<file path="src/sv/tedq_pkg.sv">
`timescale 1ns / 1ps
// ----------------------------------------------------------------------------
// Timed event dispatch queue: shared definitions
// Field widths, result codes and the control store of the sequencer.
// ----------------------------------------------------------------------------
package tedq_pkg;

	// Field widths.
	localparam int TIME_W     = 31;
	localparam int TAG_IN_W   = 16;
	localparam int STATUS_W   = 3;
	localparam int IN_DATA_W  = 48;
	localparam int OUT_DATA_W = 80;

	// Default sizing.
	localparam int DEF_QUEUE_SLOTS = 16;
	localparam int DEF_TAG_BITS    = 16;

	// Request kinds.
	localparam logic ACT_ENQUEUE  = 1'b0;
	localparam logic ACT_DISPATCH = 1'b1;

	// Result codes.
	localparam logic [STATUS_W-1:0] ST_OK       = 3'd0;
	localparam logic [STATUS_W-1:0] ST_FULL     = 3'd1;
	localparam logic [STATUS_W-1:0] ST_EMPTY    = 3'd2;
	localparam logic [STATUS_W-1:0] ST_QUIT     = 3'd3;
	localparam logic [STATUS_W-1:0] ST_OVERFLOW = 3'd4;

	// Step addresses of the control program.
	localparam int STEP_W = 3;
	localparam logic [STEP_W-1:0] STEP_FETCH = 3'd0;
	localparam logic [STEP_W-1:0] STEP_ENQ   = 3'd1;
	localparam logic [STEP_W-1:0] STEP_EMIT  = 3'd2;
	localparam logic [STEP_W-1:0] STEP_DISP  = 3'd3;
	localparam logic [STEP_W-1:0] STEP_SCAN  = 3'd4;
	localparam logic [STEP_W-1:0] STEP_DRAIN = 3'd5;
	localparam logic [STEP_W-1:0] STEP_MOVE  = 3'd6;

	// Branch conditions.
	localparam logic [2:0] COND_NEVER     = 3'd0;
	localparam logic [2:0] COND_ALWAYS    = 3'd1;
	localparam logic [2:0] COND_NO_REQ    = 3'd2;
	localparam logic [2:0] COND_IN_DISP   = 3'd3;
	localparam logic [2:0] COND_REJECT    = 3'd4;
	localparam logic [2:0] COND_SCAN_MORE = 3'd5;
	localparam logic [2:0] COND_OUT_BUSY  = 3'd6;

	// Datapath operations.
	localparam logic [2:0] OP_NONE  = 3'd0;
	localparam logic [2:0] OP_FETCH = 3'd1;
	localparam logic [2:0] OP_ENQ   = 3'd2;
	localparam logic [2:0] OP_EMIT  = 3'd3;
	localparam logic [2:0] OP_CHECK = 3'd4;
	localparam logic [2:0] OP_SCAN  = 3'd5;
	localparam logic [2:0] OP_DRAIN = 3'd6;
	localparam logic [2:0] OP_MOVE  = 3'd7;

	// One control word: hold the step, else branch, else fall through.
	typedef struct packed {
		logic [2:0]        op;
		logic [2:0]        hold_cond;
		logic [2:0]        jump_cond;
		logic [STEP_W-1:0] target;
	} ucw_t;

	// Control store.
	function automatic ucw_t ucode(input logic [STEP_W-1:0] step);
		ucw_t w;
		w = '{op: OP_NONE, hold_cond: COND_NEVER, jump_cond: COND_ALWAYS,
			target: STEP_FETCH};
		case (step)
			STEP_FETCH: w = '{op: OP_FETCH, hold_cond: COND_NO_REQ,
				jump_cond: COND_IN_DISP, target: STEP_DISP};
			STEP_ENQ:   w = '{op: OP_ENQ, hold_cond: COND_NEVER,
				jump_cond: COND_NEVER, target: STEP_FETCH};
			STEP_EMIT:  w = '{op: OP_EMIT, hold_cond: COND_OUT_BUSY,
				jump_cond: COND_ALWAYS, target: STEP_FETCH};
			STEP_DISP:  w = '{op: OP_CHECK, hold_cond: COND_NEVER,
				jump_cond: COND_REJECT, target: STEP_EMIT};
			STEP_SCAN:  w = '{op: OP_SCAN, hold_cond: COND_SCAN_MORE,
				jump_cond: COND_NEVER, target: STEP_FETCH};
			STEP_DRAIN: w = '{op: OP_DRAIN, hold_cond: COND_NEVER,
				jump_cond: COND_NEVER, target: STEP_FETCH};
			STEP_MOVE:  w = '{op: OP_MOVE, hold_cond: COND_NEVER,
				jump_cond: COND_ALWAYS, target: STEP_EMIT};
			default:    w = '{op: OP_NONE, hold_cond: COND_NEVER,
				jump_cond: COND_ALWAYS, target: STEP_FETCH};
		endcase
		return w;
	endfunction

endpackage

</file>
<file path="src/sv/timed_event_dispatch_queue_top.sv">
`timescale 1ns / 1ps
// ----------------------------------------------------------------------------
// Timed event dispatch queue
// Ring of timed events with enqueue and earliest-first dispatch.
// ----------------------------------------------------------------------------
// Usage:
// Requests arrive on the s_ stream: tuser selects enqueue (0) or dispatch (1),
// tdata carries the delay and the event tag. Every request gives exactly one
// result on the m_ stream: tuser is the status, tdata the dispatched tag and
// time (zero unless a dispatch succeeded) and the current time.
// The time limit is written through cfg_wr_en / cfg_wr_data while idle.
// Requests are handled one at a time by a small microcoded sequencer.
// An enqueue passes from acceptance through the enqueue and emit steps, a
// rejected dispatch through the check and emit steps, and a dispatch over n
// stored events through the check, scan, drain, move and emit steps: the scan
// reads one slot per cycle through the single read port of the slot memory,
// so a full ring of 15 events takes 15 reads. Results are registered at emit.
// Results sit in an output register; a new request is taken while a result
// waits, and the sequencer holds only when its next result finds the output
// register still occupied. Reset empties the ring, clears the time and the
// limit; slot contents are not cleared and no clearing pass is needed.
module timed_event_dispatch_queue_top #(
	parameter int QUEUE_SLOTS = tedq_pkg::DEF_QUEUE_SLOTS,
	parameter int TAG_BITS    = tedq_pkg::DEF_TAG_BITS
) (
	input  logic                            clk,
	input  logic                            arst_n,
	// Request stream.
	input  logic                            s_tvalid,
	output logic                            s_tready,
	// [30:0] delay, [46:31] event_tag, [47] zero.
	input  logic [tedq_pkg::IN_DATA_W-1:0]  s_tdata,
	// [0] action.
	input  logic                            s_tuser,
	// Result stream.
	output logic                            m_tvalid,
	input  logic                            m_tready,
	// [15:0] due_tag, [46:16] due_time, [77:47] current_time, [79:78] zero.
	output logic [tedq_pkg::OUT_DATA_W-1:0] m_tdata,
	// [2:0] status.
	output logic [tedq_pkg::STATUS_W-1:0]   m_tuser,
	// Time limit register.
	input  logic                            cfg_wr_en,
	input  logic [tedq_pkg::TIME_W-1:0]     cfg_wr_data
);

	localparam int TimeW = tedq_pkg::TIME_W;
	localparam int TagW  = (TAG_BITS < tedq_pkg::TAG_IN_W) ? TAG_BITS : tedq_pkg::TAG_IN_W;
	localparam int IdxW  = $clog2(QUEUE_SLOTS);
	localparam int WordW = TimeW + TagW;

	function automatic logic [IdxW-1:0] ring_next(input logic [IdxW-1:0] i);
		return (i == IdxW'(QUEUE_SLOTS - 1)) ? '0 : i + 1'b1;
	endfunction

	// Sequencer state and control word.
	logic [tedq_pkg::STEP_W-1:0] upc_q;
	tedq_pkg::ucw_t              ucw;

	// Architectural state.
	logic [IdxW-1:0]  head_q, tail_q, scan_ptr_q;
	logic [TimeW-1:0] now_q, limit_q;

	// Latched request.
	logic             act_q;
	logic [TimeW-1:0] delay_q;
	logic [TagW-1:0]  tag_q;

	// Pending result.
	logic [tedq_pkg::STATUS_W-1:0] res_status_q;
	logic [tedq_pkg::TAG_IN_W-1:0] res_tag_q;
	logic [TimeW-1:0]              res_time_q;

	// Output register.
	logic                            out_vld_q;
	logic [tedq_pkg::OUT_DATA_W-1:0] out_data_q;
	logic [tedq_pkg::STATUS_W-1:0]   out_status_q;

	// Slot memory and scan datapath.
	logic [WordW-1:0] slot_mem [QUEUE_SLOTS];
	logic [WordW-1:0] rd_data_s1;
	logic             rd_vld_s1;
	logic [IdxW-1:0]  rd_idx_s1;
	logic [IdxW-1:0]  rd_addr;
	logic             mem_we;
	logic [IdxW-1:0]  wr_addr;
	logic [WordW-1:0] wr_data;
	logic             best_vld_q;
	logic [IdxW-1:0]  best_idx_q;
	logic [TimeW-1:0] best_time_q;
	logic [TagW-1:0]  best_tag_q;
	logic [TimeW-1:0] rd_time;
	logic [TagW-1:0]  rd_tag;

	// Status of the current request.
	logic [TimeW:0] due_sum;
	logic           ring_full, ring_empty, quit, overflow, reject, out_busy;
	logic           in_accept, hold, jump;

	assign ucw        = tedq_pkg::ucode(upc_q);
	assign s_tready   = (ucw.op == tedq_pkg::OP_FETCH);
	assign in_accept  = s_tvalid && s_tready;
	assign due_sum    = {1'b0, now_q} + {1'b0, delay_q};
	assign overflow   = due_sum[TimeW];
	assign ring_full  = (ring_next(tail_q) == head_q);
	assign ring_empty = (head_q == tail_q);
	assign quit       = (limit_q != '0) && (now_q > limit_q);
	assign reject     = quit || ring_empty;
	assign out_busy   = out_vld_q && !m_tready;
	assign rd_time    = rd_data_s1[TimeW-1:0];
	assign rd_tag     = rd_data_s1[TimeW +: TagW];

	// Condition evaluation.
	function automatic logic cond_met(input logic [2:0] c, input logic no_req,
			input logic in_disp, input logic rej, input logic more, input logic busy);
		logic r;
		r = 1'b0;
		case (c)
			tedq_pkg::COND_NEVER:     r = 1'b0;
			tedq_pkg::COND_ALWAYS:    r = 1'b1;
			tedq_pkg::COND_NO_REQ:    r = no_req;
			tedq_pkg::COND_IN_DISP:   r = in_disp;
			tedq_pkg::COND_REJECT:    r = rej;
			tedq_pkg::COND_SCAN_MORE: r = more;
			tedq_pkg::COND_OUT_BUSY:  r = busy;
			default:                  r = 1'b0;
		endcase
		return r;
	endfunction

	assign hold = cond_met(ucw.hold_cond, !s_tvalid, s_tuser == tedq_pkg::ACT_DISPATCH,
		reject, ring_next(scan_ptr_q) != tail_q, out_busy);
	assign jump = cond_met(ucw.jump_cond, !s_tvalid, s_tuser == tedq_pkg::ACT_DISPATCH,
		reject, ring_next(scan_ptr_q) != tail_q, out_busy);

	// Step counter.
	always_ff @(posedge clk or negedge arst_n) begin
		if (!arst_n) begin
			upc_q <= tedq_pkg::STEP_FETCH;
		end else if (hold) begin
			upc_q <= upc_q;
		end else if (jump) begin
			upc_q <= ucw.target;
		end else begin
			upc_q <= upc_q + 1'b1;
		end
	end

	// Request latch.
	always_ff @(posedge clk) begin
		if (in_accept) begin
			act_q   <= s_tuser;
			delay_q <= s_tdata[TimeW-1:0];
			tag_q   <= s_tdata[TimeW +: TagW];
		end
	end

	// Time limit register.
	always_ff @(posedge clk or negedge arst_n) begin
		if (!arst_n) begin
			limit_q <= '0;
		end else if (cfg_wr_en) begin
			limit_q <= cfg_wr_data;
		end
	end

	// Ring pointers and current time.
	always_ff @(posedge clk or negedge arst_n) begin
		if (!arst_n) begin
			head_q <= '0;
			tail_q <= '0;
			now_q  <= '0;
		end else begin
			if (ucw.op == tedq_pkg::OP_ENQ && !ring_full && !overflow) begin
				tail_q <= ring_next(tail_q);
			end
			if (ucw.op == tedq_pkg::OP_MOVE) begin
				head_q <= ring_next(head_q);
				now_q  <= best_time_q;
			end
		end
	end

	// Result of the current request.
	always_ff @(posedge clk) begin
		case (ucw.op)
			tedq_pkg::OP_ENQ: begin
				res_status_q <= ring_full ? tedq_pkg::ST_FULL :
					overflow ? tedq_pkg::ST_OVERFLOW : tedq_pkg::ST_OK;
				res_tag_q    <= '0;
				res_time_q   <= '0;
			end
			tedq_pkg::OP_CHECK: begin
				res_status_q <= quit ? tedq_pkg::ST_QUIT : tedq_pkg::ST_EMPTY;
				res_tag_q    <= '0;
				res_time_q   <= '0;
			end
			tedq_pkg::OP_MOVE: begin
				res_status_q <= tedq_pkg::ST_OK;
				res_tag_q    <= tedq_pkg::TAG_IN_W'(best_tag_q);
				res_time_q   <= best_time_q;
			end
			default: begin
				res_status_q <= res_status_q;
			end
		endcase
	end

	// Slot memory write: new event at the tail, or the head entry into the
	// slot that the dispatched event leaves.
	always_comb begin
		mem_we  = 1'b0;
		wr_addr = tail_q;
		wr_data = {tag_q, due_sum[TimeW-1:0]};
		if (ucw.op == tedq_pkg::OP_ENQ) begin
			mem_we = !ring_full && !overflow;
		end else if (ucw.op == tedq_pkg::OP_MOVE) begin
			mem_we  = 1'b1;
			wr_addr = best_idx_q;
			wr_data = rd_data_s1;
		end
	end

	// The scan walks the ring; otherwise the head slot is read.
	assign rd_addr = (ucw.op == tedq_pkg::OP_SCAN) ? scan_ptr_q : head_q;

	always_ff @(posedge clk) begin
		if (mem_we) begin
			slot_mem[wr_addr] <= wr_data;
		end
		rd_data_s1 <= slot_mem[rd_addr];
		rd_idx_s1  <= rd_addr;
	end

	always_ff @(posedge clk or negedge arst_n) begin
		if (!arst_n) begin
			rd_vld_s1 <= 1'b0;
		end else begin
			rd_vld_s1 <= (ucw.op == tedq_pkg::OP_SCAN);
		end
	end

	// Scan pointer.
	always_ff @(posedge clk) begin
		if (ucw.op == tedq_pkg::OP_CHECK) begin
			scan_ptr_q <= head_q;
		end else if (ucw.op == tedq_pkg::OP_SCAN) begin
			scan_ptr_q <= ring_next(scan_ptr_q);
		end
	end

	// Running minimum; a strict compare keeps the first of equal times in scan order from the head.
	always_ff @(posedge clk or negedge arst_n) begin
		if (!arst_n) begin
			best_vld_q <= 1'b0;
		end else if (ucw.op == tedq_pkg::OP_CHECK) begin
			best_vld_q <= 1'b0;
		end else if (rd_vld_s1) begin
			best_vld_q <= 1'b1;
		end
	end

	always_ff @(posedge clk) begin
		if (rd_vld_s1 && (!best_vld_q || rd_time < best_time_q)) begin
			best_idx_q  <= rd_idx_s1;
			best_time_q <= rd_time;
			best_tag_q  <= rd_tag;
		end
	end

	// Output register.
	always_ff @(posedge clk or negedge arst_n) begin
		if (!arst_n) begin
			out_vld_q <= 1'b0;
		end else if (ucw.op == tedq_pkg::OP_EMIT && !out_busy) begin
			out_vld_q <= 1'b1;
		end else if (m_tready) begin
			out_vld_q <= 1'b0;
		end
	end

	always_ff @(posedge clk) begin
		if (ucw.op == tedq_pkg::OP_EMIT && !out_busy) begin
			out_data_q   <= tedq_pkg::OUT_DATA_W'({now_q, res_time_q, res_tag_q});
			out_status_q <= res_status_q;
		end
	end

	assign m_tvalid = out_vld_q;
	assign m_tdata  = out_data_q;
	assign m_tuser  = out_status_q;

`ifndef SYNTHESIS
	// The head only advances at the end of a successful dispatch.
	a_head_moves_on_dispatch: assert property (@(posedge clk) disable iff (!arst_n)
		!$stable(head_q) |-> ($past(upc_q) == tedq_pkg::STEP_MOVE))
		else $error("head pointer moved outside a dispatch");

	// The tail only advances on an enqueue of a latched enqueue request.
	a_tail_moves_on_enqueue: assert property (@(posedge clk) disable iff (!arst_n)
		!$stable(tail_q) |-> ($past(upc_q) == tedq_pkg::STEP_ENQ &&
			$past(act_q) == tedq_pkg::ACT_ENQUEUE))
		else $error("tail pointer moved outside an enqueue");

	// A dispatch never completes on an empty ring.
	a_move_not_empty: assert property (@(posedge clk) disable iff (!arst_n)
		(upc_q == tedq_pkg::STEP_MOVE) |-> (head_q != tail_q && best_vld_q))
		else $error("dispatch completed without a scanned event");

	// A new result is only presented after the emit step.
	a_result_from_emit: assert property (@(posedge clk) disable iff (!arst_n)
		$rose(m_tvalid) |-> ($past(upc_q) == tedq_pkg::STEP_EMIT))
		else $error("result presented outside the emit step");
`endif

endmodule
</file>
<file path="config.mk">
export PLATFORM = sky130hd
export DESIGN_NAME = timed_event_dispatch_queue_top
export DESIGN_NICKNAME = d
export VERILOG_FILES = /design/src/sv/tedq_pkg.sv /design/src/sv/timed_event_dispatch_queue_top.sv
export SDC_FILE = /design/constraint.sdc
export NUM_CORES = 1
export LEC_CHECK = 0
export CAP_MARGIN = 30
export CORE_ASPECT_RATIO = 0.75
export CORE_UTILIZATION = 63
export DETAILED_ROUTE_END_ITERATION = 12
export DONT_BUFFER_PORTS = 1
export HOLD_SLACK_MARGIN = 0.06
export PLACE_DENSITY = 0.79
export SLEW_MARGIN = 5
export SYNTH_ARGS = -nofsm -noshare
export SYNTH_HDL_FRONTEND = slang
export SYNTH_SLANG_ARGS = --single-unit
</file>
<file path="constraint.sdc">
create_clock -name clk -period 7.5 [get_ports clk]
set_clock_uncertainty 0.1 [all_clocks]
set_input_delay 1.125 -clock clk [delete_from_list [all_inputs] [get_ports clk]]
set_output_delay 1.125 -clock clk [all_outputs]
set_load 0.05 [all_outputs]
</file>
# [Word-level counts from Yosys, hierarchy flattened]
# Memory sizes are Yosys's and may differ from the RTL's. A register that Yosys moved wholly into a read port is not among the register bits.
# Index checks and enable logic that the tools add are counted.
# Widths: inputs -> output; s select.
[classes] n_addsub=5 n_lt_le_gt_ge=2 mux=28 reduce_logical=24 eq_ne=30
[ops] operator="$mux 47" count=2
[ops] operator="$pmux 12 s7" count=1
[ops] operator="$pmux 31 s2" count=1
[ops] operator="$eq 3x3->1 const B" count=12
[ops] operator="$add 31x31->32" count=1
[ops] operator="$mux 4" count=8
[ops] operator="$pmux 16 s2" count=1
[ops] operator="$gt 31x31->1" count=1
[ops] operator="$lt 31x31->1" count=1
[ops] operator="$reduce_bool 31->1" count=1
[ops] operator="$eq 3x2->1 const B" count=8
[ops] operator="$add 4x1->4 const B" count=3
[ops] operator="$eq 3x1->1 const B" count=4
[ops] operator="$eq 4x4->1 const B" count=3
[ops] operator="$pmux 1 s6" count=2
[ops] operator="$mux 1" count=9
[ops] operator="$mux 3" count=3
[ops] operator="$pmux 3 s3" count=1
[ops] operator="$eq 4x4->1" count=2
[ops] operator="$logic_and 1x1->1" count=8
[ops] operator="$reduce_bool 2->1" count=4
[ops] operator="$logic_not 1->1" count=6
[ops] operator="$ne 4x4->1" count=1
[ops] operator="$add 3x1->3 const B" count=1
[ops] operator="other kinds (4)" count=5
[word_totals] regBits=313 in_bits=85 elab_cells=110 memories=1 ramBits=752
[memory_table] name="slot_mem" words=16 word_bits=47 rd=1 rd_clocked_by_memory_dff=1 write_ports=1 line_no="timed_event_dispatch_queue_top.sv:80" rtl="logic [WordW-1:0] slot_mem [QUEUE_SLOTS];"

# [Logic depth before layout (Yosys ltp)]
[depth] ltp_word=8 mapped_depth=13 ltp_nobuf=11

# [Least setup slack after synthesis]
# OpenSTA, ideal clock, no wires.
[synth_path] path_type="register to register" from="register upc_q[0] in the netlist's numbering" to="register out_data_q (netlist bit m_tdata[0]) (enable)" path_slack_ns=1.964 t_required_ns=6.879 synth_period_minus_slack_ns=5.536 arrival_time_ns=4.915 setup_time_ns=0.521 n_path_buf=0 stages_incl_launch_ff=7 cell_sequence="dfrtp_1 inv_1 ha_1 nor4b_4 or2_0 nand2_1 nor2_1"
[synth_between] elab_chain_cells=4 word_cells_on_any_way=10 classes_between="eq/ne: 7; mux: 1; reduce/logical: 2"
[synth_lines] element="start: declaration" line_no="timed_event_dispatch_queue_top.sv:57" rtl="logic [tedq_pkg::STEP_W-1:0] upc_q;"
[synth_lines] element="start signal: assignment" line_no="timed_event_dispatch_queue_top.sv:139" rtl="upc_q <= tedq_pkg::STEP_FETCH;"
[synth_lines] element="start signal: assignment" line_no="timed_event_dispatch_queue_top.sv:141" rtl="upc_q <= upc_q;"
[synth_lines] element="start signal: assignment" line_no="timed_event_dispatch_queue_top.sv:143" rtl="upc_q <= ucw.target;"
[synth_lines] element="$eq 3x3->1 (tied with other cells)" line_no="tedq_pkg.sv:72" rtl="case (step)"
[synth_lines] element="$pmux 12 s7 (*)" line_no="tedq_pkg.sv:72"
[synth_lines] element="$eq 3x2->1 (*)" line_no="timed_event_dispatch_queue_top.sv:283" rtl="if (ucw.op == tedq_pkg::OP_EMIT && !out_busy) begin"
[synth_lines] element="$logic_and 1x1->1 (*)" line_no="timed_event_dispatch_queue_top.sv:283"
[synth_lines] element="end signal: assignment" line_no="timed_event_dispatch_queue_top.sv:284" rtl="out_data_q <= tedq_pkg::OUT_DATA_W'({now_q, res_time_q, res_tag_q});"
[synth_lines] element="end: declaration" line_no="timed_event_dispatch_queue_top.sv:76" rtl="logic [tedq_pkg::OUT_DATA_W-1:0] out_data_q;"
# Mark *: on every way between the ends. The rest lies on a longest branch, timed or not.
# A chain may end at the register's enable or synchronous reset.

# [Worst setup path in the final report]
[layout_path] from="register now_q[14]" to="memory slot_mem[6][17] in the netlist's numbering (enable)"
[layout_between] elab_chain_cells=6
[layout_lines] element="start: declaration" line_no="timed_event_dispatch_queue_top.sv:62" rtl="logic [TimeW-1:0] now_q, limit_q;"
[layout_lines] element="start signal: assignment" line_no="timed_event_dispatch_queue_top.sv:179" rtl="now_q <= best_time_q;"
[layout_lines] element="$add 31x31->32" line_no="timed_event_dispatch_queue_top.sv:103" rtl="assign due_sum = {1'b0, now_q} + {1'b0, delay_q};"
[layout_lines] element="$logic_not 1->1" line_no="timed_event_dispatch_queue_top.sv:216" rtl="mem_we = !ring_full && !overflow;"
[layout_lines] element="$logic_and 1x1->1" line_no="timed_event_dispatch_queue_top.sv:216"
[layout_lines] element="$mux 1" line_no="timed_event_dispatch_queue_top.sv:215" rtl="if (ucw.op == tedq_pkg::OP_ENQ) begin"
[layout_lines] element="$mux 1" line_no="timed_event_dispatch_queue_top.sv:228" rtl="if (mem_we) begin"
[layout_lines] element="$mux 1 (implied by the code)" line_no="timed_event_dispatch_queue_top.sv:229" rtl="slot_mem[wr_addr] <= wr_data;"
[layout_lines] element="end: declaration" line_no="timed_event_dispatch_queue_top.sv:80"
# No other way between the ends.

==> impl_metrics.yaml <==
run_status:
  status: "completed"
critical_path:
  critPathBufInv: 1
  required_ps: 7690
  cp_slowest_cell: "nor2_4"
  crit_cells: 10
  cp_top_family: "simple AND/OR/NAND/NOR gates"
  cp-start-kind: "register"
  reg2reg_from: "now_q[14]"
  worstReg2RegEnd: "slot_mem[6][17]"
  startpoint: "now_q[14]"
  worstSetupEndpoint: "slot_mem[6][17]"
  r2r_cells: 10
  cp_cell_sequence: "ha_1 -> a21oi_1 -> o211ai_1 -> a221oi_1 -> nand3_1 -> o2111a_1 -> nor3_2 -> a21oi_1 -> nor2_4 -> buf_4"
  cpMostUsedCell: "a21oi_1"
  critical_path_class: "register to register"
  crit_path_max_fanout: 28
  critPathMaxStageDelay_ps: 800
  arrival_ps: 5400
  crit_path_end_kind: "register"
  rrSetupSlack_ps: 2290
floorplan:
  dieHeight_um: 232.3
  io_pins: 170
  dieArea_um2: 71770
  core_um2: 70000
  rows: 84
  initial_core_util_pct: 63.62
  die_x_um: 309
yosys:
  yosysUniqueCellTypes: 70
  synthArstFlopShare_pct: 6.835
  yosys-top-cells-count: "edfxtp_1, nand2_1, nand3_1"
  ys_ff_latch: 1112
  mappedNetlistArea_um2: 44530
  ys.flop_type: "edfxtp_1"
  synth.most_common_cell: "edfxtp_1"
  synthesis.instances: 3428
  synth_seq_area_share_pct: 72.98
  yosysTopAreaCellShare_pct: 66.42
  syn-mean-instance-area_um2: 12.99
  synth_top_cell_by_area: "edfxtp_1"
  ys_warn_count: 0
  synth-edff-count: 985
  synth.area.top_cells: "edfxtp_1, nand2_1, dfrtp_1"
final_layout:
  ff_latch_area_um2: 32500
  stdcell_count: 4453
  multi_input_area_um2: 11160
  fillCellCount: 4421
  areaGrowthSynthToFinish_pct: 10.13
  drive_above_1_share_pct: 7.736
  final_nets: 3613
route:
  ant_nets: 0
  totalWireLength_um: 109800
  wl_per_cell_um: 24.65
  via_per_inst: 6.341
  firstDrtPassIters: 6
  drt_iter0_markers: 4288
  num_vias: 28240
  drc_errors: 0
sta:
  final-setup-viol-count: 0
  hold_slack_ps: 262.0
  slew_viol_final: 0
  hold_violations: 0
  fin_crit_sh_pct: 69.43
  tightest_slew_ps: 1090
  fin_ws_ps: 2293
  maxSlewHeadroom_pct: 27.02
  grt_setup_unrepaired: "false"
  finalWorstPathRequiredPeriod_ps: 5207
  fmax_ghz: 0.1920
  tns_ps: 0
clocking:
  cts_made_buffers: 96
  clk_latency_ps: 670
  holdBufCountCts: 1
  cts_setup_buffers: 0
  clockRootBuffer: "clkbuf_16"
  clk_pin_slew_ps: 70
  cts-htree-levels: 3
  tritoncts: "built"
  ctsResizeCount: 0
  clock-sinks: 1112
  clock_path_buffers: 3
run:
  max_cap_viol_count: 0
place:
  dp_hpwl_um: 61630
  post-place-ws_ps: 2403
  io_buffers: 0
  dpl.cell_count: 4255
  routabilityCongestion: 0.9288
grt:
  grt_pass1_vias: 27380
  antenna_found_initial: 3
  grt_first_pass_wirelength_um: 162300
  grt_start_max_net_pins: 176
  grt_usage_pct: 30.58
  grt-ovfl-total: 0
power_and_ir_drop:
  power.density_nw_per_um2: 488.5
  vdd_ir_drop_max_v: 0.0003469
  leakage_nw: 17.92
hold_path:
  hp-class: "primary input to asynchronous set/reset pin"
-- registers in the layout, indices dropped and copies added (netlist names), 16 cells and up --
name,flops
best_tag_q,16
now_q,31
best_time_q,31
limit_q,31
res_tag_q,16
res_time_q,31
m_tdata,78
tag_q,16
delay_q,31
slot_mem,752
rd_data_s1,47
-- through the flow --
step / power (W) / utilization, % / instance area (µm²)
floorplan: 0.01589 / - / 44540
global placement: 0.01814 / 65.08 / 45550
detailed placement: 0.01867 / 65.26 / 45680
CTS: 0.02362 / 69.79 / 48850
global route: 0.02496 / 70.06 / 49040
finish: 0.02396 / 70.06 / 49040
-- cells in the final DEF (no fill, tap or decap), types with 23 or more instances in the layout --
cell type and n:
inv_1 80, a21o_1 55, dfrtp_1 76, ha_1 102, clkbuf_16 99, xnor2_1 23
dfxtp_1 51, a22oi_1 48, o21ai_0 78, a21oi_1 66, nor2_4 24, nor2_1 88
nand3_1 207, nand2_1 888, edfxtp_1 985, buf_4 62, nand4_1 68, a31oi_1 106
and3_1 116, o21ai_1 47
-- where the power goes --
part / switching (W) / internal, W / leakage [nW]
clock network: 0.00216 / 0.00279 / 1.54
registers: 0.00125 / 0.00949 / 10.3
logic: 0.00587 / 0.00240 / 6.07
total: 0.00928 / 0.0147 / 17.9
-- final cells by class --
| type | instances | share of cell area (%) |
|---|---|---|
| clock inverters | 46 | 0.8445 |
| diodes | 4 | 0.02041 |
| repair buffers | 76 | 1.475 |
| flip-flops and latches | 1112 | 66.27 |
| clock buffers | 130 | 5.554 |
| well taps | 946 | 2.413 |
| inverters | 84 | 0.6608 |
| multi-input cells | 2055 | 22.76 |
-- cells by family after synthesis --
kind of cell,count (synthesis),synth area share [%]
xor gates and xnor gates,38,0.7474
AOI/OAI and AO/OA,453,6.347
adders and majority gates,103,2.911
muxes,15,0.3990
DFF,1112,72.98
and+or+nand+nor,1444,14.16
other,1,0.008421
buffers and inverters,262,2.442
-- worst min path at each step --
stage | start | to | slack [ps] | depth (start not counted)
2_1_floorplan | rd_idx_s1[0] | best_idx_q[0] | 290 | 0
3_3_place_gp | rd_idx_s1[1] | best_idx_q[1] | 290 | 0
3_5_place_dp | rd_idx_s1[3] | best_idx_q[3] | 290 | 0
4_1_cts | arst_n | now_q[10] | 250 | 1
5_1_grt | arst_n | now_q[10] | 270 | 1
6_report | arst_n | now_q[10] | 260 | 1
-- routing by layer --
layer  vias to the layer above  share of wire (%)  track usage (%)
met5                         -                  0                0
met4                         0                3.7            12.28
met3                       262                 10            5.385
met2                      1721                 48            48.65
met1                     13800                 38            42.27
li1                      12450                  -                -
Power figures use the tool's default switching activity.
